File: config.mk
export PLATFORM = sky130hd
export DESIGN_NAME = sorted_list_priority_queue
export DESIGN_NICKNAME = d
export VERILOG_FILES = /design/src/sv/slpq_pkg.sv /design/src/sv/slpq_cell.sv /design/src/sv/sorted_list_priority_queue.sv
export SDC_FILE = /design/constraint.sdc
export NUM_CORES = 2
export LEC_CHECK = 0
export BUFFER_PORTS_ARGS = -buffer_cell sky130_fd_sc_hd__buf_2
export CAP_MARGIN = 5
export CORE_MARGIN = 2
export CORE_UTILIZATION = 60
export CTS_BUF_LIST = sky130_fd_sc_hd__clkbuf_4 sky130_fd_sc_hd__clkbuf_8
export DETAILED_ROUTE_END_ITERATION = 12
export GPL_TIMING_DRIVEN = 0
export PLACE_DENSITY = 0.77
export SLEW_MARGIN = 25
export SYNTH_ARGS = -nofsm -noshare
export SYNTH_HDL_FRONTEND = slang
export SYNTH_SLANG_ARGS = --single-unit
File: constraint.sdc
create_clock -name clk_i -period 11.7 [get_ports clk_i]
set_clock_uncertainty 0.05 [all_clocks]
set_input_delay 0.585 -clock clk_i [delete_from_list [all_inputs] [get_ports clk_i]]
set_output_delay 0.585 -clock clk_i [all_outputs]
set_load 0.01 [all_outputs]
File: src/sv/slpq_pkg.sv
// Shared types and codes of the sorted list priority queue.
package slpq_pkg;

  localparam int DefCapacity = 16;
  localparam int ValueW = 32;
  localparam int CmdW = 3;
  localparam int StatusW = 3;
  localparam int CountW = 5;

  localparam logic [CmdW-1:0] CMD_INSERT = 3'd0;
  localparam logic [CmdW-1:0] CMD_REMOVE = 3'd1;
  localparam logic [CmdW-1:0] CMD_FIND   = 3'd2;
  localparam logic [CmdW-1:0] CMD_LIST   = 3'd3;
  localparam logic [CmdW-1:0] CMD_CLEAR  = 3'd4;

  localparam logic [StatusW-1:0] ST_INSERTED = 3'd0;
  localparam logic [StatusW-1:0] ST_REMOVED  = 3'd1;
  localparam logic [StatusW-1:0] ST_NOTFOUND = 3'd2;
  localparam logic [StatusW-1:0] ST_FOUND    = 3'd3;
  localparam logic [StatusW-1:0] ST_FULL     = 3'd4;
  localparam logic [StatusW-1:0] ST_LISTED   = 3'd5;
  localparam logic [StatusW-1:0] ST_CLEARED  = 3'd6;

  typedef enum logic [1:0] {
    OP_HOLD,
    OP_INSERT,
    OP_REMOVE,
    OP_ROTATE
  } cell_op_e;

  typedef struct packed {
    cell_op_e                  op;
    logic signed [ValueW-1:0]  value;
  } cell_ctl_t;

  typedef struct packed {
    logic take;
    logic shift;
    logic match;
  } cell_flags_t;

endpackage

File: src/sv/slpq_cell.sv
// One cell of the sorted chain: holds one entry and trades it with its neighbors.
module slpq_cell (
  input  logic                                 clk_i,
  input  slpq_pkg::cell_ctl_t                  ctl_i,
  input  logic                                 occupied_i,
  input  logic                                 tail_i,
  input  logic                                 left_take_i,
  input  logic signed [slpq_pkg::ValueW-1:0]   left_value_i,
  input  logic signed [slpq_pkg::ValueW-1:0]   right_value_i,
  input  logic signed [slpq_pkg::ValueW-1:0]   wrap_value_i,
  output logic signed [slpq_pkg::ValueW-1:0]   value_o,
  output slpq_pkg::cell_flags_t                flags_o
);
  import slpq_pkg::*;

  logic signed [ValueW-1:0] value_q, value_d;

  always_comb begin
    flags_o.take  = !occupied_i || (value_q > ctl_i.value);
    flags_o.shift = occupied_i && (value_q >= ctl_i.value);
    flags_o.match = occupied_i && (value_q == ctl_i.value);
  end

  always_comb begin
    value_d = value_q;
    case (ctl_i.op)
      OP_INSERT: begin
        if (left_take_i) begin
          value_d = left_value_i;
        end else if (flags_o.take) begin
          value_d = ctl_i.value;
        end
      end
      OP_REMOVE: begin
        if (flags_o.shift) begin
          value_d = right_value_i;
        end
      end
      OP_ROTATE: begin
        value_d = tail_i ? wrap_value_i : right_value_i;
      end
      default: begin
        value_d = value_q;
      end
    endcase
  end

  always_ff @(posedge clk_i) begin
    value_q <= value_d;
  end

  assign value_o = value_q;

endmodule

File: src/sv/sorted_list_priority_queue.sv
// Top level of the sorted list priority queue built as a chain of cells.
// Insert, remove, find and clear are applied in exec once the output is free.
// List places the entries in order whenever the output is free, the chain rotating by one.
// A new item is accepted only once the previous one has placed all its results.
// Reset empties the table at once; entry storage itself is not cleared.
module sorted_list_priority_queue #(
  parameter int Capacity = slpq_pkg::DefCapacity
) (
  input  logic                                clk_i,
  input  logic                                rst_ni,
  input  logic                                s_axis_tvalid,
  output logic                                s_axis_tready,
  // Fields from bit 0: item_value[31:0].
  input  logic [slpq_pkg::ValueW-1:0]         s_axis_tdata,
  // Fields from bit 0: cmd[2:0].
  input  logic [slpq_pkg::CmdW-1:0]           s_axis_tuser,
  output logic                                m_axis_tvalid,
  input  logic                                m_axis_tready,
  // Fields from bit 0: entry_value[31:0], entry_count[36:32], zero padding[39:37].
  output logic [39:0]                         m_axis_tdata,
  // Fields from bit 0: status[2:0].
  output logic [slpq_pkg::StatusW-1:0]        m_axis_tuser,
  output logic                                m_axis_tlast
);
  import slpq_pkg::*;

  localparam int CW = $clog2(Capacity + 1);

  typedef enum logic [1:0] {
    S_IDLE,
    S_EXEC,
    S_LIST
  } state_e;

  state_e                   state_q, state_d;
  logic [CmdW-1:0]          cmd_q, cmd_d;
  logic signed [ValueW-1:0] val_q, val_d;
  logic [CW-1:0]            cnt_q, cnt_d;
  logic [CW-1:0]            idx_q, idx_d;
  logic                     m_valid_q, m_valid_d;
  logic [StatusW-1:0]       m_status_q, m_status_d;
  logic signed [ValueW-1:0] m_value_q, m_value_d;
  logic [CountW-1:0]        m_count_q, m_count_d;
  logic                     m_last_q, m_last_d;

  cell_ctl_t                ctl;
  logic signed [ValueW-1:0] cell_val [Capacity];
  cell_flags_t              cell_flags [Capacity];
  logic [Capacity-1:0]      match_vec;
  logic                     found;
  logic                     full;
  logic                     out_free;
  logic                     list_last;

  for (genvar i = 0; i < Capacity; i++) begin : g_cell
    logic                     left_take;
    logic signed [ValueW-1:0] left_value;
    logic signed [ValueW-1:0] right_value;

    if (i == 0) begin : g_head
      assign left_take  = 1'b0;
      assign left_value = '0;
    end else begin : g_mid
      assign left_take  = cell_flags[i-1].take;
      assign left_value = cell_val[i-1];
    end

    if (i == Capacity - 1) begin : g_end
      assign right_value = cell_val[i];
    end else begin : g_next
      assign right_value = cell_val[i+1];
    end

    assign match_vec[i] = cell_flags[i].match;

    slpq_cell u_cell (
      .clk_i         (clk_i),
      .ctl_i         (ctl),
      .occupied_i    (CW'(i) < cnt_q),
      .tail_i        (CW'(i) + CW'(1) == cnt_q),
      .left_take_i   (left_take),
      .left_value_i  (left_value),
      .right_value_i (right_value),
      .wrap_value_i  (cell_val[0]),
      .value_o       (cell_val[i]),
      .flags_o       (cell_flags[i])
    );
  end

  assign found     = |match_vec;
  assign full      = (cnt_q == CW'(Capacity));
  assign out_free  = !m_valid_q || m_axis_tready;
  assign list_last = (idx_q + CW'(1) == cnt_q);

  always_comb begin
    state_d    = state_q;
    cmd_d      = cmd_q;
    val_d      = val_q;
    cnt_d      = cnt_q;
    idx_d      = idx_q;
    m_valid_d  = m_valid_q && !m_axis_tready;
    m_status_d = m_status_q;
    m_value_d  = m_value_q;
    m_count_d  = m_count_q;
    m_last_d   = m_last_q;
    ctl.op     = OP_HOLD;
    ctl.value  = val_q;

    case (state_q)
      S_IDLE: begin
        if (s_axis_tvalid) begin
          cmd_d   = s_axis_tuser;
          val_d   = s_axis_tdata;
          state_d = S_EXEC;
        end
      end
      S_EXEC: begin
        case (cmd_q)
          CMD_INSERT, CMD_REMOVE, CMD_FIND, CMD_CLEAR: begin
            if (out_free) begin
              m_valid_d = 1'b1;
              m_value_d = '0;
              m_last_d  = 1'b1;
              m_count_d = CountW'(cnt_q);
              state_d   = S_IDLE;
              case (cmd_q)
                CMD_INSERT: begin
                  if (full) begin
                    m_status_d = ST_FULL;
                  end else begin
                    ctl.op     = OP_INSERT;
                    cnt_d      = cnt_q + CW'(1);
                    m_status_d = ST_INSERTED;
                    m_count_d  = CountW'(cnt_q + CW'(1));
                  end
                end
                CMD_REMOVE: begin
                  if (found) begin
                    ctl.op     = OP_REMOVE;
                    cnt_d      = cnt_q - CW'(1);
                    m_status_d = ST_REMOVED;
                    m_value_d  = val_q;
                    m_count_d  = CountW'(cnt_q - CW'(1));
                  end else begin
                    m_status_d = ST_NOTFOUND;
                  end
                end
                CMD_FIND: begin
                  m_status_d = found ? ST_FOUND : ST_NOTFOUND;
                end
                default: begin
                  cnt_d      = '0;
                  m_status_d = ST_CLEARED;
                  m_count_d  = '0;
                end
              endcase
            end
          end
          CMD_LIST: begin
            idx_d   = '0;
            state_d = (cnt_q == '0) ? S_IDLE : S_LIST;
          end
          default: begin
            state_d = S_IDLE;
          end
        endcase
      end
      S_LIST: begin
        if (out_free) begin
          ctl.op     = OP_ROTATE;
          m_valid_d  = 1'b1;
          m_status_d = ST_LISTED;
          m_value_d  = cell_val[0];
          m_count_d  = CountW'(cnt_q);
          m_last_d   = list_last;
          idx_d      = idx_q + CW'(1);
          if (list_last) begin
            state_d = S_IDLE;
          end
        end
      end
      default: begin
        state_d = S_IDLE;
      end
    endcase
  end

  always_ff @(posedge clk_i or negedge rst_ni) begin
    if (!rst_ni) begin
      state_q    <= S_IDLE;
      cnt_q      <= '0;
      idx_q      <= '0;
      m_valid_q  <= 1'b0;
      cmd_q      <= '0;
      val_q      <= '0;
      m_status_q <= '0;
      m_value_q  <= '0;
      m_count_q  <= '0;
      m_last_q   <= 1'b0;
    end else begin
      state_q    <= state_d;
      cnt_q      <= cnt_d;
      idx_q      <= idx_d;
      m_valid_q  <= m_valid_d;
      cmd_q      <= cmd_d;
      val_q      <= val_d;
      m_status_q <= m_status_d;
      m_value_q  <= m_value_d;
      m_count_q  <= m_count_d;
      m_last_q   <= m_last_d;
    end
  end

  assign s_axis_tready = (state_q == S_IDLE);
  assign m_axis_tvalid = m_valid_q;
  assign m_axis_tdata  = {3'b000, m_count_q, m_value_q};
  assign m_axis_tuser  = m_status_q;
  assign m_axis_tlast  = m_last_q;

`ifndef SYNTH
  a_count_bound: assert property (@(posedge clk_i) disable iff (!rst_ni)
    cnt_q <= CW'(Capacity))
    else $error("entry count exceeds capacity");

  a_full_keeps_count: assert property (@(posedge clk_i) disable iff (!rst_ni)
    (state_q == S_EXEC && cmd_q == CMD_INSERT && full && out_free) |=> $stable(cnt_q))
    else $error("refused insert changed the entry count");

  a_list_keeps_count: assert property (@(posedge clk_i) disable iff (!rst_ni)
    (state_q == S_LIST) |=> $stable(cnt_q))
    else $error("listing changed the entry count");

  a_list_index: assert property (@(posedge clk_i) disable iff (!rst_ni)
    (state_q == S_LIST) |-> (idx_q < cnt_q))
    else $error("list index ran past the held entries");
`endif

endmodule

==> flow_summary.json <==
{
  "overflow": 0,
  "hold_path_depth": 2,
  "final_util_pct": 67.1,
  "ant_nets": 0,
  "cap_violations": 0,
  "io_buffer_count": 81,
  "cts_root_buffer": "clkbuf_8",
  "crit_chain": "clkbuf_1 -> clkinv_1 -> ha_1 -> nand4_1 -> nor4_1 -> o221ai_1 -> a32oi_1 -> a21o_1 -> clkbuf_1 -> clkbuf_1 -> o22ai_1 -> a21oi_4 -> buf_16 -> buf_16",
  "ys_types": 93,
  "synth_top_area_share_pct": 34.3,
  "vdd_drop_max_uv": 208,
  "critical_path_buf_inv_count": 6,
  "timing.final.crit_share_pct": 71.1,
  "die_height_um": 277,
  "multi_input_area_um2": 25200,
  "tightest_slew_ns": 1.29,
  "grt_max_degree": 53,
  "place.gp.congestion": 1.06,
  "synthTopCellsByArea": "edfxtp_1 (34%), ha_1 (15%), mux2i_1 (8.7%), a22oi_1 (6.5%), o21ai_0 (5.9%)",
  "crit_family": "buffers and inverters",
  "cts_tree": "built",
  "rsz0062_at_grt": "no",
  "finalSetupViolCount": 0,
  "routed_wl_mm": 207,
  "clockBufferDepth": 3,
  "antenna_found_initial": 3,
  "cp-end-kind": "flip-flop",
  "final_max_slew_viol_count": 0,
  "hold_violations": 0,
  "crit_slowest_cell": "clkinv_1",
  "fp-row-count": 100,
  "synth_warnings": 0,
  "h-tree-depth": 3,
  "via_per_inst": 7.62,
  "place_hpwl_mm": 157,
  "run_status": "complete, no violations",
  "route.detailed.drc": 0,
  "r2r_cells": 14,
  "fin_nets": 5138,
  "hp-class": "in -> reg",
  "dp.cells": 5424,
  "powerDensity_nw_per_um2": 194,
  "yosysSeqAreaShare_pct": 39.3,
  "pin_count": 85,
  "core_um2": 74200,
  "yosysTopAreaCell": "edfxtp_1",
  "cp.depth": 14,
  "crit_path_frequent_cell": "clkbuf_1",
  "drive_gt1_share_pct": 10.9,
  "drt-initial-drc-count": 8019,
  "clk_pin_slew_ns": 0.07,
  "cp-start-kind": "flip-flop",
  "synth_edf_count": 512,
  "grt_pass1_wl_mm": 289,
  "cts_resized": 0,
  "syn_inst": 4333,
  "cp_max_fo": 19,
  "maxSlewHeadroom_pct": 13.2,
  "clk_latency_ns": 0.79,
  "grt_usage_pct": 52.3,
  "grt_pass1_vias": 40000,
  "syn-cell-area_um2": 44800,
  "cts_buffers": 104,
  "initial_core_util_pct": 60.4,
  "die_x_um": 277,
  "ys_seq_elements": 601,
  "crit_type": "reg -> reg",
  "async_flop_share_pct": 14.8,
  "leakagePower_nw": 19.3,
  "cts.sinks": 601,
  "fmax_mhz": 120,
  "seqCellArea_um2": 17600,
  "syn_area_per_cell_um2": 10.3,
  "required_ns": 12.12,
  "vias": 42900,
  "drt_pass1_iterations": 10,
  "die-area_um2": 76900,
  "fill_cells": 5945,
  "area_growth_pct": 11.1,
  "cts_setup_buffers": 0,
  "critPathArrivalTime_ns": 8.75,
  "cts_hold_buf": 17,
  "wire_per_inst_um": 36.7,
  "synthFlopType": "edfxtp_1",
  "slowest_delay_ns": 1.08,
  "period_needed_ns": 8.32,
  "final_cells": 5636
}
## cells by family (layout without fill, tap and decap cells)
group	count (synthesis)	after routing	share of synthesized area (%)
other	1	5	0.00837
muxes	428	428	9.67
DFF	601	601	39.3
and+or+nand+nor	725	725	8.26
buffers and inverters	452	782	5.12
xor gates and xnor gates	12	12	0.235
AOI/OAI and AO/OA	1592	1592	22.9
adders and majority gates	522	522	14.6
## sequential cells by signal, indices dropped and copies added, names as in the netlist
signal                 count
idx_q                      5
m_axis_tuser               3
m_axis_tvalid              1
val_q                     32
cmd_q                      3
g_cell.u_cell.value_o    512
m_count_q                  5
m_value_q                 32
cnt_q                      5
m_axis_tlast               1
state_q                    2
## metal layers
layer  wire length, um  part of all wire [%]  GRT usage (%)
met1             72600                    35           66.6
met3             32800                    16           18.1
met2             82100                    40           72.7
met5                30                 0.014              0
met4             19500                   9.4           40.1
## worst register-to-register path, delay by kind of cell, from the launching register on
family | cells | cell delay [ns]
adder cells (fa/ha/maj) | 1 | 0.72
AO/OA/AOI/OAI | 5 | 2.54
AND/OR/NAND/NOR | 2 | 1.18
buffers and inverters | 6 | 3.22
flip-flops | 1 | 0.32
## synthesized netlist by cell type (7+ instances only)
master,count
o21ai_0,531
ha_1,521
edfxtp_1,512
mux2i_1,390
a22oi_1,388
nand2_1,252
clkbuf_1,245
a21oi_1,230
nand4_1,129
a21o_1,118
nor2_1,96
dfrtp_1,89
inv_1,80
a221o_1,67
o21ai_1,61
nand3_1,41
and2_1,38
mux2_2,38
nor3_1,38
a22o_1,36
o31a_1,32
nor2b_1,30
buf_1,28
buf_2,25
nor4_1,23
buf_6,21
o21a_1,20
a211oi_1,19
clkbuf_8,18
o211ai_1,17
clkdlybuf4s50_2,16
nand2b_1,15
a31oi_1,10
buf_4,10
and3_1,9
and4_1,8
xnor2_1,8
nand2_4,7
or2_2,7
## through the flow
stage | power [mW] | TNS [ns] | instance area (um2) | hold WS [ns] | worst slack [ns]
CTS | 9.32 | 0 | 49700 | 0.000540 | 4.44
finish | 9.64 | 0 | 49800 | 0.00158 | 3.38
detailed placement | 7.23 | 0 | 47400 | 0.417 | 4.51
global route | 9.91 | 0 | 49800 | 0.0144 | 3.65
floorplan | 5.44 | 0 | 44800 | 0.239 | 5.03
global placement | 7.06 | -17.32 | 46400 | 0.411 | -0.545
## worst paths after layout
check / end / from / slack (ns)
min in group asynchronous: m_value_q[25] / rst_ni / 0.23
hold / removal: val_q[15] / s_axis_tdata[15] / 0.002
hold reg to reg: m_value_q[26] / m_value_q[26] / 0.43
setup / recovery: g_cell[9].u_cell.value_o[20] / val_q[30] / 3.38
setup reg to reg: g_cell[9].u_cell.value_o[20] / val_q[30] / 3.38
max in group asynchronous: val_q[8] / rst_ni / 10.65
## report_power, final
part,switching (mW),internal (mW),total (mW)
Sequential,0.140,2.57,2.71
Combinational,3.30,1.48,4.78
Clock,1.03,1.13,2.15
Total,4.46,5.18,9.64
## layout by cell type, fill, tap and decap left out, types with 18 or more instances in the layout
| master | netlist | final |
|---|---|---|
| inv_1 | 80 | 74 |
| a221o_1 | 67 | 67 |
| o21a_1 | 20 | 19 |
| clkbuf_8 | 18 | 130 |
| clkinv_1 | 0 | 30 |
| clkbuf_1 | 245 | 230 |
| mux2i_1 | 390 | 390 |
| a22oi_1 | 388 | 388 |
| buf_6 | 21 | 26 |
| nor2_1 | 96 | 95 |
| nand3_1 | 41 | 41 |
| edfxtp_1 | 512 | 512 |
| nor3_1 | 38 | 33 |
| o31a_1 | 32 | 32 |
| mux2_2 | 38 | 38 |
| o21ai_0 | 531 | 530 |
| buf_1 | 28 | 26 |
| a21oi_1 | 230 | 226 |
| buf_4 | 10 | 18 |
| nand2_1 | 252 | 251 |
| clkbuf_2 | 3 | 18 |
| a21o_1 | 118 | 118 |
| and2_1 | 38 | 38 |
| buf_2 | 25 | 108 |
| nor2b_1 | 30 | 30 |
| ha_1 | 521 | 521 |
| nand4_1 | 129 | 129 |
| dfrtp_1 | 89 | 89 |
| clkbuf_4 | 0 | 27 |
| o21ai_1 | 61 | 60 |
| a22o_1 | 36 | 36 |
| dlygate4sd3_1 | 1 | 18 |
## cell type report
type | count | share of cell area, %
antenna | 2 | 0.0101
buffer | 372 | 4.05
clock buffer | 139 | 3.50
clock inverter | 54 | 0.872
inverter | 80 | 0.603
multi-input combinational | 3282 | 50.6
sequential | 601 | 35.4
tap | 969 | 2.44
timing repair buffer | 137 | 2.58
Power figures use the tool's default switching activity.
